## src/sv/bmf_pkg.sv

```systemverilog
// shared constants, types and helper functions of the 3x3 box mean filter
package bmf_pkg;

   // frame and pixel geometry
   localparam int MAX_SIZE  = 32;
   localparam int IDX_W     = $clog2(MAX_SIZE);
   localparam int SIZE_W    = 6;
   localparam int PIX_W     = 8;
   localparam int ROWS_KEPT = 3;
   localparam int SLOT_W    = 2;
   localparam logic [SIZE_W-1:0] SIZE_RESET = SIZE_W'(8);
   localparam logic [SIZE_W-1:0] SIZE_MIN   = SIZE_W'(2);
   localparam logic [SIZE_W-1:0] SIZE_MAX   = SIZE_W'(MAX_SIZE);

   // window sum and reciprocal divide
   localparam int SUM_W     = 12;
   localparam int RECIP_W   = 15;
   localparam int PROD_W    = SUM_W + RECIP_W;
   localparam int DIV_SHIFT = 16;

   // neighbor count of a window
   typedef enum logic [1:0] {
      DIV_BY_4,
      DIV_BY_6,
      DIV_BY_9
   } div_type;

   // controller states
   typedef enum logic [2:0] {
      ST_IDLE,
      ST_READ,
      ST_SUM,
      ST_MUL,
      ST_EMIT
   } ctrl_state_type;

   // controller to datapath commands
   typedef struct packed {
      logic                  wr_en;
      logic [SLOT_W-1:0]     wr_slot;
      logic [IDX_W-1:0]      wr_col;
      logic                  rd_en;
      logic                  rd_first;
      logic [IDX_W-1:0]      rd_col;
      logic                  col_ok;
      logic [ROWS_KEPT-1:0]  row_ok;
      logic                  mul_en;
      div_type               div_sel;
      logic                  out_load;
      logic                  out_last;
   } dp_cmd_type;

   // datapath to controller status
   typedef struct packed {
      logic out_free;
   } dp_sts_type;

   // fixed point reciprocal, scaled by 2**DIV_SHIFT, exact for sums up to 9*255
   function automatic logic [RECIP_W-1:0] div_recip(input div_type sel);
      logic [RECIP_W-1:0] r;
      case (sel)
         DIV_BY_4: r = RECIP_W'(16384);
         DIV_BY_6: r = RECIP_W'(10923);
         DIV_BY_9: r = RECIP_W'(7282);
         default:  r = RECIP_W'(16384);
      endcase
      return r;
   endfunction

   // row slot arithmetic modulo three
   function automatic logic [SLOT_W-1:0] mod3_inc(input logic [SLOT_W-1:0] x);
      return (x == SLOT_W'(ROWS_KEPT - 1)) ? '0 : x + SLOT_W'(1);
   endfunction

   function automatic logic [SLOT_W-1:0] mod3_dec(input logic [SLOT_W-1:0] x);
      return (x == '0) ? SLOT_W'(ROWS_KEPT - 1) : x - SLOT_W'(1);
   endfunction

endpackage

```

## src/sv/bmf_req_if.sv

```systemverilog
// pixel input channel
interface bmf_req_if;
   import bmf_pkg::*;

   logic             valid;
   logic             ready;
   logic [PIX_W-1:0] pixel_in;

   modport source (output valid, output pixel_in, input ready);
   modport sink   (input valid, input pixel_in, output ready);
endinterface

```

## src/sv/bmf_rsp_if.sv

```systemverilog
// smoothed pixel output channel
interface bmf_rsp_if;
   import bmf_pkg::*;

   logic             valid;
   logic             ready;
   logic [PIX_W-1:0] pixel_out;
   logic             frame_end;

   modport source (output valid, output pixel_out, output frame_end, input ready);
   modport sink   (input valid, input pixel_out, input frame_end, output ready);
endinterface

```

## src/sv/bmf_csr_if.sv

```systemverilog
// frame size register write channel
interface bmf_csr_if;
   import bmf_pkg::*;

   logic              valid;
   logic              ready;
   logic [SIZE_W-1:0] frame_size;

   modport source (output valid, output frame_size, input ready);
   modport sink   (input valid, input frame_size, output ready);
endinterface

```

## src/sv/box_mean_filter_3x3_core.sv

```systemverilog
// top level of the 3x3 box mean filter
//
//   channel   dir   handshake       payload
//   req_bus   in    valid / ready   pixel_in   [7:0]
//   rsp_bus   out   valid / ready   pixel_out  [7:0], frame_end
//   csr_bus   in    valid / ready   frame_size [5:0]
//
// a word that yields no result is only written to its line buffer; otherwise each
// result passes through three line buffer column reads, sum, multiply and load
// the final word of a frame gives side + 2 results; the column reads of each result
// run in turn, set by the single read port of each line buffer
// reset is synchronous and active high; frame_size returns to 8, indices to zero
// a result waiting in the output register stalls the controller only at its next load
module box_mean_filter_3x3_core (
   input  logic      clock,
   input  logic      reset,
   bmf_req_if.sink   req_bus,
   bmf_rsp_if.source rsp_bus,
   bmf_csr_if.sink   csr_bus
);
   import bmf_pkg::*;

   dp_cmd_type cmd;
   dp_sts_type sts;

   // sequencing and frame bookkeeping
   bmf_ctrl u_ctrl (
      .clock          (clock),
      .reset          (reset),
      .req_valid      (req_bus.valid),
      .req_ready      (req_bus.ready),
      .csr_valid      (csr_bus.valid),
      .csr_ready      (csr_bus.ready),
      .csr_frame_size (csr_bus.frame_size),
      .cmd            (cmd),
      .sts            (sts)
   );

   // line buffers and arithmetic
   bmf_datapath u_datapath (
      .clock     (clock),
      .reset     (reset),
      .cmd       (cmd),
      .sts       (sts),
      .pixel_in  (req_bus.pixel_in),
      .rsp_valid (rsp_bus.valid),
      .rsp_ready (rsp_bus.ready),
      .pixel_out (rsp_bus.pixel_out),
      .frame_end (rsp_bus.frame_end)
   );

endmodule

```

## src/sv/bmf_ram.sv

```systemverilog
// generic single write port ram with registered read
module bmf_ram #(
   parameter int WIDTH = 8,
   parameter int DEPTH = 32
) (
   input  logic                     clock,
   input  logic                     wr_en,
   input  logic [$clog2(DEPTH)-1:0] wr_addr,
   input  logic [WIDTH-1:0]         wr_data,
   input  logic                     rd_en,
   input  logic [$clog2(DEPTH)-1:0] rd_addr,
   output logic [WIDTH-1:0]         rd_data
);

   logic [WIDTH-1:0] mem [DEPTH];
   logic [WIDTH-1:0] rd_data_ff;

   // write port
   always_ff @(posedge clock) begin
      if (wr_en) begin
         mem[wr_addr] <= wr_data;
      end
   end

   // registered read port
   always_ff @(posedge clock) begin
      if (rd_en) begin
         rd_data_ff <= mem[rd_addr];
      end
   end

   assign rd_data = rd_data_ff;

endmodule

```

## src/sv/bmf_datapath.sv

```systemverilog
// line buffers, window accumulator, reciprocal divide and output register
module bmf_datapath (
   input  logic                    clock,
   input  logic                    reset,
   input  bmf_pkg::dp_cmd_type     cmd,
   output bmf_pkg::dp_sts_type     sts,
   input  logic [bmf_pkg::PIX_W-1:0] pixel_in,
   output logic                    rsp_valid,
   input  logic                    rsp_ready,
   output logic [bmf_pkg::PIX_W-1:0] pixel_out,
   output logic                    frame_end
);
   import bmf_pkg::*;

   logic [PIX_W-1:0]     rd_data [ROWS_KEPT];
   logic                 rd_en_ff;
   logic                 rd_first_ff;
   logic                 col_ok_ff;
   logic [ROWS_KEPT-1:0] row_ok_ff;
   logic [SUM_W-1:0]     col_sum;
   logic [SUM_W-1:0]     acc_ff;
   logic [SUM_W-1:0]     acc_in;
   logic [PROD_W-1:0]    prod_ff;
   logic                 rsp_valid_ff;
   logic [PIX_W-1:0]     pixel_out_ff;
   logic                 frame_end_ff;

   // one line buffer per row slot, all read at the same column
   for (genvar j = 0; j < ROWS_KEPT; j++) begin : g_line
      bmf_ram #(
         .WIDTH (PIX_W),
         .DEPTH (MAX_SIZE)
      ) u_line (
         .clock   (clock),
         .wr_en   (cmd.wr_en && (cmd.wr_slot == SLOT_W'(j))),
         .wr_addr (cmd.wr_col),
         .wr_data (pixel_in),
         .rd_en   (cmd.rd_en),
         .rd_addr (cmd.rd_col),
         .rd_data (rd_data[j])
      );
   end

   // read qualifiers follow the ram latency
   always_ff @(posedge clock) begin
      if (reset) begin
         rd_en_ff <= 1'b0;
      end else begin
         rd_en_ff <= cmd.rd_en;
      end
   end

   always_ff @(posedge clock) begin
      rd_first_ff <= cmd.rd_first;
      col_ok_ff   <= cmd.col_ok;
      row_ok_ff   <= cmd.row_ok;
   end

   // column sum of the in-frame rows
   always_comb begin
      col_sum = '0;
      for (int j = 0; j < ROWS_KEPT; j++) begin
         if (row_ok_ff[j]) begin
            col_sum = col_sum + SUM_W'(rd_data[j]);
         end
      end
      if (!col_ok_ff) begin
         col_sum = '0;
      end
      acc_in = (rd_first_ff ? '0 : acc_ff) + col_sum;
   end

   // window accumulator and reciprocal product
   always_ff @(posedge clock) begin
      if (rd_en_ff) begin
         acc_ff <= acc_in;
      end
      if (cmd.mul_en) begin
         prod_ff <= PROD_W'(acc_ff) * PROD_W'(div_recip(cmd.div_sel));
      end
   end

   // output register
   always_ff @(posedge clock) begin
      if (reset) begin
         rsp_valid_ff <= 1'b0;
      end else if (cmd.out_load) begin
         rsp_valid_ff <= 1'b1;
      end else if (rsp_ready) begin
         rsp_valid_ff <= 1'b0;
      end
   end

   always_ff @(posedge clock) begin
      if (cmd.out_load) begin
         pixel_out_ff <= prod_ff[DIV_SHIFT+PIX_W-1:DIV_SHIFT];
         frame_end_ff <= cmd.out_last;
      end
   end

   assign sts.out_free = !rsp_valid_ff || rsp_ready;
   assign rsp_valid    = rsp_valid_ff;
   assign pixel_out    = pixel_out_ff;
   assign frame_end    = frame_end_ff;

endmodule

```

## src/sv/bmf_ctrl.sv

```systemverilog
// controller: frame indices, result cursor and per result sequencing
module bmf_ctrl (
   input  logic                       clock,
   input  logic                       reset,
   input  logic                       req_valid,
   output logic                       req_ready,
   input  logic                       csr_valid,
   output logic                       csr_ready,
   input  logic [bmf_pkg::SIZE_W-1:0] csr_frame_size,
   output bmf_pkg::dp_cmd_type        cmd,
   input  bmf_pkg::dp_sts_type        sts
);
   import bmf_pkg::*;

   ctrl_state_type    state_ff, state_in;
   logic [1:0]        step_ff, step_in;
   logic [SIZE_W-1:0] size_ff, size_in;
   logic [IDX_W-1:0]  in_row_ff, in_row_in;
   logic [IDX_W-1:0]  in_col_ff, in_col_in;
   logic [SLOT_W-1:0] in_mod_ff, in_mod_in;
   logic [IDX_W-1:0]  cur_row_ff, cur_row_in;
   logic [IDX_W-1:0]  cur_col_ff, cur_col_in;
   logic [SLOT_W-1:0] cur_mod_ff, cur_mod_in;
   logic [IDX_W-1:0]  end_row_ff, end_row_in;
   logic [IDX_W-1:0]  end_col_ff, end_col_in;

   logic [SIZE_W-1:0] side;
   logic [IDX_W-1:0]  last;
   logic              row_edge;
   logic              col_edge;
   logic              csr_take;
   logic              req_take;

   // effective side length, clamped to the supported range
   always_comb begin
      if (size_ff < SIZE_MIN) begin
         side = SIZE_MIN;
      end else if (size_ff > SIZE_MAX) begin
         side = SIZE_MAX;
      end else begin
         side = size_ff;
      end
      last = IDX_W'(side - SIZE_W'(1));
   end

   // state and index registers
   always_ff @(posedge clock) begin
      if (reset) begin
         state_ff   <= ST_IDLE;
         step_ff    <= '0;
         size_ff    <= SIZE_RESET;
         in_row_ff  <= '0;
         in_col_ff  <= '0;
         in_mod_ff  <= '0;
         cur_row_ff <= '0;
         cur_col_ff <= '0;
         cur_mod_ff <= '0;
         end_row_ff <= '0;
         end_col_ff <= '0;
      end else begin
         state_ff   <= state_in;
         step_ff    <= step_in;
         size_ff    <= size_in;
         in_row_ff  <= in_row_in;
         in_col_ff  <= in_col_in;
         in_mod_ff  <= in_mod_in;
         cur_row_ff <= cur_row_in;
         cur_col_ff <= cur_col_in;
         cur_mod_ff <= cur_mod_in;
         end_row_ff <= end_row_in;
         end_col_ff <= end_col_in;
      end
   end

   // next state and datapath commands
   always_comb begin
      state_in   = state_ff;
      step_in    = step_ff;
      size_in    = size_ff;
      in_row_in  = in_row_ff;
      in_col_in  = in_col_ff;
      in_mod_in  = in_mod_ff;
      cur_row_in = cur_row_ff;
      cur_col_in = cur_col_ff;
      cur_mod_in = cur_mod_ff;
      end_row_in = end_row_ff;
      end_col_in = end_col_ff;

      cmd        = '0;
      cmd.div_sel = DIV_BY_4;

      csr_ready = (state_ff == ST_IDLE);
      req_ready = (state_ff == ST_IDLE) && !csr_valid;
      csr_take  = csr_valid && csr_ready;
      req_take  = req_valid && req_ready;

      row_edge = (cur_row_ff == '0) || (cur_row_ff == last);
      col_edge = (cur_col_ff == '0) || (cur_col_ff == last);

      // row slots of the window: above, center, below
      cmd.row_ok = '0;
      cmd.row_ok[cur_mod_ff] = 1'b1;
      if (cur_row_ff != '0) begin
         cmd.row_ok[mod3_dec(cur_mod_ff)] = 1'b1;
      end
      if (cur_row_ff != last) begin
         cmd.row_ok[mod3_inc(cur_mod_ff)] = 1'b1;
      end

      case (state_ff)
         ST_IDLE: begin
            if (csr_take) begin
               // new frame size drops the frame in progress
               size_in   = csr_frame_size;
               in_row_in = '0;
               in_col_in = '0;
               in_mod_in = '0;
            end else if (req_take) begin
               cmd.wr_en   = 1'b1;
               cmd.wr_slot = in_mod_ff;
               cmd.wr_col  = in_col_ff;

               // results run over consecutive raster positions
               cur_row_in = in_row_ff - IDX_W'(1);
               cur_col_in = in_col_ff - IDX_W'(1);
               cur_mod_in = mod3_dec(in_mod_ff);
               if (in_row_ff == last && in_col_ff == last) begin
                  end_row_in = last;
                  end_col_in = last;
               end else if (in_col_ff == last) begin
                  end_row_in = in_row_ff - IDX_W'(1);
                  end_col_in = last;
               end else begin
                  end_row_in = in_row_ff - IDX_W'(1);
                  end_col_in = in_col_ff - IDX_W'(1);
               end
               if (in_row_ff != '0 && in_col_ff != '0) begin
                  state_in = ST_READ;
                  step_in  = '0;
               end

               // advance the input position
               if (in_col_ff == last) begin
                  in_col_in = '0;
                  if (in_row_ff == last) begin
                     in_row_in = '0;
                     in_mod_in = '0;
                  end else begin
                     in_row_in = in_row_ff + IDX_W'(1);
                     in_mod_in = mod3_inc(in_mod_ff);
                  end
               end else begin
                  in_col_in = in_col_ff + IDX_W'(1);
               end
            end
         end

         ST_READ: begin
            // one window column per cycle, left to right
            cmd.rd_en    = 1'b1;
            cmd.rd_first = (step_ff == 2'd0);
            case (step_ff)
               2'd0: begin
                  cmd.rd_col = cur_col_ff - IDX_W'(1);
                  cmd.col_ok = (cur_col_ff != '0);
               end
               2'd1: begin
                  cmd.rd_col = cur_col_ff;
                  cmd.col_ok = 1'b1;
               end
               default: begin
                  cmd.rd_col = cur_col_ff + IDX_W'(1);
                  cmd.col_ok = (cur_col_ff != last);
               end
            endcase
            if (step_ff == 2'd2) begin
               state_in = ST_SUM;
               step_in  = '0;
            end else begin
               step_in = step_ff + 2'd1;
            end
         end

         ST_SUM: begin
            state_in = ST_MUL;
         end

         ST_MUL: begin
            cmd.mul_en = 1'b1;
            if (row_edge && col_edge) begin
               cmd.div_sel = DIV_BY_4;
            end else if (row_edge || col_edge) begin
               cmd.div_sel = DIV_BY_6;
            end else begin
               cmd.div_sel = DIV_BY_9;
            end
            state_in = ST_EMIT;
         end

         ST_EMIT: begin
            if (sts.out_free) begin
               cmd.out_load = 1'b1;
               cmd.out_last = (cur_row_ff == last) && (cur_col_ff == last);
               if (cur_row_ff == end_row_ff && cur_col_ff == end_col_ff) begin
                  state_in = ST_IDLE;
               end else begin
                  state_in = ST_READ;
                  step_in  = '0;
                  if (cur_col_ff == last) begin
                     cur_col_in = '0;
                     cur_row_in = cur_row_ff + IDX_W'(1);
                     cur_mod_in = mod3_inc(cur_mod_ff);
                  end else begin
                     cur_col_in = cur_col_ff + IDX_W'(1);
                  end
               end
            end
         end

         default: begin
            state_in = ST_IDLE;
         end
      endcase
   end

endmodule
```

## src/flat_wrapper.sv

```systemverilog
// flat-port wrapper written by rule: the top's interface ports become plain ports
module box_mean_filter_3x3_core_flat import bmf_pkg::*;
  (clock, reset, req_bus_valid, req_bus_pixel_in, req_bus_ready, rsp_bus_valid, rsp_bus_pixel_out, rsp_bus_frame_end, rsp_bus_ready, csr_bus_valid, csr_bus_frame_size, csr_bus_ready);
  bmf_req_if req_bus_i ();
  bmf_rsp_if rsp_bus_i ();
  bmf_csr_if csr_bus_i ();
  input  logic clock;
  input  logic reset;
  input wire logic [$bits(req_bus_i.valid)-1:0] req_bus_valid;
  input wire logic [$bits(req_bus_i.pixel_in)-1:0] req_bus_pixel_in;
  output wire logic [$bits(req_bus_i.ready)-1:0] req_bus_ready;
  output wire logic [$bits(rsp_bus_i.valid)-1:0] rsp_bus_valid;
  output wire logic [$bits(rsp_bus_i.pixel_out)-1:0] rsp_bus_pixel_out;
  output wire logic [$bits(rsp_bus_i.frame_end)-1:0] rsp_bus_frame_end;
  input wire logic [$bits(rsp_bus_i.ready)-1:0] rsp_bus_ready;
  input wire logic [$bits(csr_bus_i.valid)-1:0] csr_bus_valid;
  input wire logic [$bits(csr_bus_i.frame_size)-1:0] csr_bus_frame_size;
  output wire logic [$bits(csr_bus_i.ready)-1:0] csr_bus_ready;
  assign req_bus_i.valid = req_bus_valid;
  assign req_bus_i.pixel_in = req_bus_pixel_in;
  assign req_bus_ready = req_bus_i.ready;
  assign rsp_bus_valid = rsp_bus_i.valid;
  assign rsp_bus_pixel_out = rsp_bus_i.pixel_out;
  assign rsp_bus_frame_end = rsp_bus_i.frame_end;
  assign rsp_bus_i.ready = rsp_bus_ready;
  assign csr_bus_i.valid = csr_bus_valid;
  assign csr_bus_i.frame_size = csr_bus_frame_size;
  assign csr_bus_ready = csr_bus_i.ready;
  box_mean_filter_3x3_core u_core (.clock(clock), .reset(reset), .req_bus(req_bus_i), .rsp_bus(rsp_bus_i), .csr_bus(csr_bus_i));
endmodule
```

## config.mk

```make
export PLATFORM = sky130hd
export DESIGN_NAME = box_mean_filter_3x3_core_flat
export DESIGN_NICKNAME = d
export VERILOG_FILES = /design/src/sv/bmf_pkg.sv /design/src/sv/bmf_req_if.sv /design/src/sv/bmf_rsp_if.sv /design/src/sv/bmf_csr_if.sv /design/src/sv/box_mean_filter_3x3_core.sv /design/src/sv/bmf_ram.sv /design/src/sv/bmf_datapath.sv /design/src/sv/bmf_ctrl.sv /design/src/flat_wrapper.sv
export SDC_FILE = /design/constraint.sdc
export NUM_CORES = 2
export LEC_CHECK = 0
export BUFFER_PORTS_ARGS = -buffer_cell sky130_fd_sc_hd__buf_2
export CAP_MARGIN = 15
export CORE_MARGIN = 2
export CORE_UTILIZATION = 40
export CTS_BUF_LIST = sky130_fd_sc_hd__clkbuf_8
export DETAILED_ROUTE_END_ITERATION = 16
export SETUP_SLACK_MARGIN = 0.15
export SYNTH_ARGS = -nofsm -noshare
export SYNTH_HDL_FRONTEND = slang
export SYNTH_SLANG_ARGS = --single-unit
```

## constraint.sdc

```tcl
create_clock -name clock -period 16.1 [get_ports clock]
set_input_delay 2.415 -clock clock [delete_from_list [all_inputs] [get_ports clock]]
set_output_delay 2.415 -clock clock [all_outputs]
set_load 0.03 [all_outputs]
```

## Word-level counts from Yosys, hierarchy flattened

Memory sizes are Yosys's and may differ from the RTL's. A register that Yosys moved wholly into a read port is not among the register bits.
Index checks and enable logic that the tools add are counted.

| word-level totals | value |
|---|---|
| register bits after elaboration | 97 |
| RAM bits | 768 |
| input port bits | 19 |
| output and inout bits | 12 |
| word-level logic and storage cells | 208 |
| memories | 3 |

Memories:

| memory | words | width | rd ports | clocked after memory_dff | write ports | line | source |
|---|---|---|---|---|---|---|---|
| u_core.u_datapath.g_line[0].u_line.mem | 32 | 8 | 1 | 1 | 1 | bmf_ram.sv:15 | `logic [WIDTH-1:0] mem [DEPTH];` |
| u_core.u_datapath.g_line[1].u_line.mem | 32 | 8 | 1 | 1 | 1 | bmf_ram.sv:15 |  |
| u_core.u_datapath.g_line[2].u_line.mem | 32 | 8 | 1 | 1 | 1 | bmf_ram.sv:15 |  |

| cells by class | value |
|---|---|
| add/subtract/negate cells | 16 |
| multiply operators | 1 |
| order comparisons | 8 |
| equal/unequal tests | 27 |
| muxes and demuxes | 85 |
| bitwise gates (word level) | 3 |
| reduce and logical (&&, ||, !) cells | 45 |

Operators with widths:

| kind | count |
|---|---|
| two-way mux 5 bit | 22 |
| two-way mux 12 bit | 4 |
| two-way mux 2 bit | 23 |
| two-way mux 8 bit | 5 |
| equality test 5 bit | 6 |
| case mux 15 bit (2 select lines) | 1 |
| adder 12 x 8 -> 12 bit | 2 |
| multiplier 12 x 15 -> 24 bit | 1 |
| two-way mux 3 bit | 8 |
| adder 5 x 1 -> 5 bit (second input constant) | 4 |
| case mux 5 bit (2 select lines) | 2 |
| nonzero test 5 bit | 4 |
| subtractor 5 x 1 -> 5 bit (second input constant) | 4 |
| two-way mux 15 bit | 1 |
| case mux 3 bit (5 select lines) | 1 |
| logical AND 1 bit | 14 |
| adder 12 bit | 1 |
| two-way mux 1 bit | 12 |
| case mux 6 bit (2 select lines) | 1 |
| AND reduction 6 bit | 2 |
| equality test 2 bit (second input constant) | 5 |
| logical NOT 5 bit | 2 |
| != test 5 bit | 2 |
| AND reduction 5 bit | 2 |
| 25 further kinds | 56 |

## Longest topological paths before layout

| depth | value |
|---|---|
| word-level depth | 14 |
| gate-level depth with buffers | 35 |
| depth with buffers taken out | 34 |

## Hierarchy

From an unflattened synthesis, not the netlist that was laid out.

| unflattened totals | value |
|---|---|
| cells, all modules | 2397 |
| area, all modules | 40491.3 um^2 |

By module, submodules not included:

| module | instances | cells an instance | area each (um^2) | seq. area each (um^2) |
|---|---|---|---|---|
| bmf_ram | 3 | 417 | 10133.5 | 7927.6 |
| bmf_datapath | 1 | 696 | 6591.3 | 1011.0 |
| bmf_ctrl | 1 | 450 | 3499.6 | 900.9 |

## Least setup slack after synthesis

No wires, ideal clock.

| timing path | value |
|---|---|
| path kind | reg2reg |
| from | register u_core.u_ctrl.size_ff[5] |
| to | register u_core.u_datapath.prod_ff[23], data pin |
| library setup time | 0.262 ns |
| data arrival time | 7.104 ns |
| data required time | 15.838 ns |
| setup slack | 8.733 ns |
| stages on the path, launching flop included | 31 |
| buffers on the path | 2 |
| clock period less this slack | 7.367 ns |
| cells stage by stage | dfxtp_1 nand2b_1 nor2_1 inv_1 ha_1 clkbuf_1 xor2_1 and4_1 and4b_1 nor2_1 ha_1 and2_1 ha_1 clkbuf_1 nand2b_1 fa_1 fa_1 inv_1 fa_1 fa_1 inv_1 fa_1 inv_1 ha_1 a21oi_1 a32o_1 a21oi_1 a41oi_1 a21oi_1 a21oi_1 xor2_1 |

| between the ends | value |
|---|---|
| longest elaborated chain between the ends | 14 |
| elaborated cells between the ends (all ways) | 19 |
| those cells by class | 1 x add/sub; 1 x mul; 2 x order compare; 4 x eq/ne; 7 x mux; 4 x reduce/logical |

RTL lines:

| element | line | source |
|---|---|---|
| start, declared | bmf_ctrl.sv:17 | `logic [SIZE_W-1:0] size_ff, size_in;` |
| start signal, assigned | bmf_ctrl.sv:63 | `size_ff <= size_in;` |
| greater-than comparator 6 bit | bmf_ctrl.sv:38 | `end else if (size_ff > SIZE_MAX) begin` |
| two-way mux 5 bit | bmf_ctrl.sv:38 |  |
| two-way mux 5 bit * | bmf_ctrl.sv:36 | `if (size_ff < SIZE_MIN) begin` |
| subtractor 5 x 1 -> 5 bit * | bmf_ctrl.sv:43 | `last = IDX_W'(side - SIZE_W'(1));` |
| equality test 5 bit, on equally long branches | bmf_ctrl.sv:97, bmf_ctrl.sv:98 |  |
| logical OR 1 bit, on equally long branches | bmf_ctrl.sv:97, bmf_ctrl.sv:98 |  |
| logical OR 1 bit | bmf_ctrl.sv:192 | `end else if (row_edge \|\| col_edge) begin` |
| two-way mux 2 bit | bmf_ctrl.sv:192 |  |
| two-way mux 2 bit * | bmf_ctrl.sv:190 | `if (row_edge && col_edge) begin` |
| two-way mux 3 bit * | bmf_ctrl.sv:110 | `case (state_ff)` |
| equality test 2 bit or equality test 2 x 1 -> 1 bit (tied branches) | bmf_pkg.sv:61 | `case (sel)` |
| case mux 15 bit (2 select lines) * | bmf_pkg.sv:61 |  |
| two-way mux 15 bit * | bmf_datapath.sv:78 | `if (cmd.mul_en) begin` |
| multiplier 12 x 15 -> 24 bit * | bmf_datapath.sv:79 | `prod_ff <= PROD_W'(acc_ff) * PROD_W'(div_recip(cmd.div_sel));` |
| end signal, assigned | bmf_datapath.sv:79 |  |
| end, declared | bmf_datapath.sv:23 | `logic [PROD_W-1:0] prod_ff;` |

Mark *: on every way between the ends. The rest lies on a longest branch, timed or not. The select of a mux whose other input is x is not followed.
A chain may end at the register's enable or synchronous reset.

## Worst setup path after layout

| timing path | value |
|---|---|
| from | register u_core.u_ctrl.size_ff[2] |
| to | register u_core.u_datapath.prod_ff[23], data pin |

The elaborated chain is that of the path after synthesis.

==> results.py <==
metrics = {
    "status": {
        "run_status": "finished clean",
    },
    "timing": {
        "fmax_mhz": 120,
        "rsz0062_at_grt": "false",
        "hold_viol_final": 0,
        "setup_ws_ps": 7800,
        "slew_headroom": 0.197,
        "skew_ps": 33.2,
        "finalSetupTns_ps": 0,
        "finalSetupViolations": 0,
        "fin_crit_ps": 8300,
        "fin_crit_sh": 0.516,
        "slew_viol_final": 0,
        "tightest_slew_ps": 1210,
    },
    "pwr": {
        "ir_worst_vdd_mv": 0.0712,
        "total_power_uw": 4460,
        "leakage_uw": 0.0171,
        "power.density_nw_per_um2": 98.6,
    },
    "critical_path": {
        "reg2reg_depth": 30,
        "endpoint": "u_core.u_datapath.prod_ff[23]$_DFFE_PN_",
        "r2r_start": "u_core.u_ctrl.size_ff[2]$_SDFFE_PP0P_",
        "worstPathArrival_ps": 8840,
        "cp_max_fo": 22,
        "criticalPathCategory": "reg2reg",
        "slowest_stage": "ha_1",
        "crit_start": "u_core.u_ctrl.size_ff[2]$_SDFFE_PP0P_",
        "crit_required_ps": 16630,
        "start_kind": "flop",
        "crit_path_max_incr_delay_ps": 650,
        "r2r_slack_ps": 7800,
        "worstSetupEndpointType": "flop",
        "r2r-end": "u_core.u_datapath.prod_ff[23]$_DFFE_PN_",
    },
    "layout": {
        "layout_common_cells": "edfxtp_1, nor2_1, nand2_1",
        "fillCellCount": 9529,
        "final_area_um2": 45200,
        "num-nets-final": 3903,
        "syn_to_final_growth_pct": 9.91,
        "layout-drive-gt1-share": 0.0678,
        "final_common_cell": "edfxtp_1",
    },
    "global_routing": {
        "globalRouteTotalUtil": 0.197,
        "grt_overflow": 0,
        "grt_pass1_wl_mm": 160,
        "antenna_found_initial": 4,
        "grt_max_degree": 197,
        "grt_pass1_vias": 26300,
    },
    "clocking": {
        "htree_levels": 4,
        "postCtsSetupBuffers": 0,
        "cts_hold_repair.buffers": 0,
        "cts_tree": "yes",
        "worst_skew_pair.late_latency_ps": 820,
        "clkSinkCount": 873,
        "cts.repair.resized": 0,
        "clockBufferDepth": 3,
        "cts_buffers": 144,
        "root_buffer": "clkbuf_8",
        "clk_pin_slew_ps": 60,
    },
    "yosys": {
        "synthArstFlopShare": 0,
        "netlist_area_um2": 41100,
        "avgSynthCellArea_um2": 11.2,
        "synth_cell_types": 65,
        "synth-edff-count": 821,
        "ys_seq_area_frac": 0.625,
        "synth_ff_type": "edfxtp_1",
        "synthCells": 3669,
        "yosysWarnings": 0,
        "synth.net_count": 3893,
        "ys_ff_latch": 873,
    },
    "detailed_routing": {
        "drtPass1Iterations": 5,
        "drcViolationCount": 0,
        "num_vias": 27000,
        "drtIter0Drc": 2462,
        "drt-vias-per-instance": 5.24,
        "wire_per_inst_um": 20.4,
        "final_antenna_net_count": 0,
        "totalWireLength_mm": 105,
    },
    "placement": {
        "dp_slack_ps": 7840,
        "gp_congestion": 0.845,
        "portBuffers": 30,
        "dp_hpwl_mm": 65.7,
        "place_area_um2": 42500,
    },
    "floorplanning": {
        "core_um2": 102000,
        "pin_count": 31,
        "die_x_um": 325,
        "die-area_um2": 105000,
        "start_util": 0.403,
        "die_h_um": 325,
        "row_count": 117,
    },
    "min_path": {
        "hold_class": "reg2reg",
    },
    "flow_run": {
        "drv_cap": 0,
    },
}
state kept, by name, indices dropped and copies added (netlist names):
signal,flops
u_core.u_ctrl.end_row_ff,5
u_core.u_datapath.col_ok_ff,1
u_core.u_datapath.g_line.u_line.mem,768
u_core.u_ctrl.cur_mod_ff,2
u_core.u_ctrl.end_col_ff,5
u_core.u_datapath.pixel_out,8
u_core.u_ctrl.cur_row_ff,5
u_core.u_datapath.g_line.u_line.rd_data,24
u_core.u_ctrl.in_col_ff,5
u_core.u_datapath.rsp_valid,1
u_core.u_datapath.frame_end,1
u_core.u_datapath.acc_ff,12
u_core.u_ctrl.in_mod_ff,2
u_core.u_ctrl.cur_col_ff,5
u_core.u_datapath.rd_en_ff,1
u_core.u_ctrl.state_ff,3
u_core.u_ctrl.in_row_ff,5
u_core.u_ctrl.step_ff,2
u_core.u_datapath.rd_first_ff,1
u_core.u_datapath.row_ok_ff,3
u_core.u_datapath.prod_ff,8
u_core.u_ctrl.size_ff,6
worst max-delay path, delay by kind of cell, from the launching register on:
kind	cells	cell delay, ps
XOR/XNOR	2	350
buffers and inverters	5	360
AND/OR/NAND/NOR	6	1280
flip-flops	1	370
adder cells (fa/ha/maj)	9	4080
AO/OA/AOI/OAI	8	1560
worst min path at each step:
stage | startpoint | end | depth (start not counted)
after detailed placement | u_core.u_datapath.prod_ff[19]$_DFFE_PN_ | u_core.u_datapath.pixel_out[3]$_DFFE_PP_ | 0
after CTS | u_core.u_datapath.prod_ff[22]$_DFFE_PN_ | u_core.u_datapath.pixel_out[6]$_DFFE_PP_ | 0
final | u_core.u_datapath.prod_ff[22]$_DFFE_PN_ | u_core.u_datapath.pixel_out[6]$_DFFE_PP_ | 0
after floorplan | u_core.u_datapath.prod_ff[16]$_DFFE_PN_ | u_core.u_datapath.pixel_out[0]$_DFFE_PP_ | 0
after global placement | u_core.u_datapath.prod_ff[16]$_DFFE_PN_ | u_core.u_datapath.pixel_out[0]$_DFFE_PP_ | 0
after global routing | u_core.u_datapath.prod_ff[22]$_DFFE_PN_ | u_core.u_datapath.pixel_out[6]$_DFFE_PP_ | 0
cells in the mapped netlist, drive strengths merged (29+ instances only):
master / count / area share
and2: 40 / 0.0061
edfxtp: 821 / 0.60
inv: 172 / 0.016
xor2: 29 / 0.0062
nand3: 221 / 0.027
o21ai: 230 / 0.028
ha: 121 / 0.037
dfxtp: 52 / 0.025
fa: 84 / 0.041
a22oi: 103 / 0.019
a21oi: 66 / 0.0080
nor2: 743 / 0.068
xnor2: 58 / 0.013
buf: 31 / 0.0034
clkbuf: 162 / 0.015
nand2: 503 / 0.046
per-stage QoR:
step	hold WS (ps)	utilization	std cells
detailed placement	406	0.417	4900
floorplan	400	-	3669
global placement	403	0.417	4900
CTS	416	0.443	5158
global route	426	0.443	5160
finish	413	0.443	5160
cell type report:
cell class                      instances  area, um^2  share of cell area
Antenna cell                            1        2.50           0.0000554
Clock buffer                          151        2080              0.0460
Clock inverter                        107         574              0.0127
Inverter                              172         646              0.0143
Multi-Input combinational cell       2431       14100               0.312
Sequential cell                       873       25700               0.569
Tap cell                             1368        1710              0.0379
Timing Repair Buffer                   57         389             0.00861
kinds of logic (layout without fill, tap and decap cells):
logic type               Yosys count  count (layout)  share of synthesized area
multiplexers                      11              11                    0.00274
XOR/XNOR                          88              88                     0.0193
AND/OR/NAND/NOR                 1649            1649                      0.171
other                              0               1                          0
adder cells (fa/ha/maj)          205             205                     0.0778
buffers and inverters            365             487                     0.0339
AO/OA/AOI/OAI                    478             478                     0.0705
flip-flops                       873             873                      0.625
routing by layer:
metal / global-route usage / vias up / wire length (um)
li1: - / 12800 / -
met1: 0.263 / 13300 / 46300
met2: 0.324 / 757 / 50600
met3: 0.0297 / 191 / 4960
met4: 0.0753 / 4 / 3160
met5: 0 / - / 27
where the power goes:
part / internal, uW / switching, uW
clock network: 935 / 891
registers: 2490 / 12.9
logic: 38.3 / 92.1
total: 3460 / 996
Note: power is estimated with default switching activity, not from simulation.
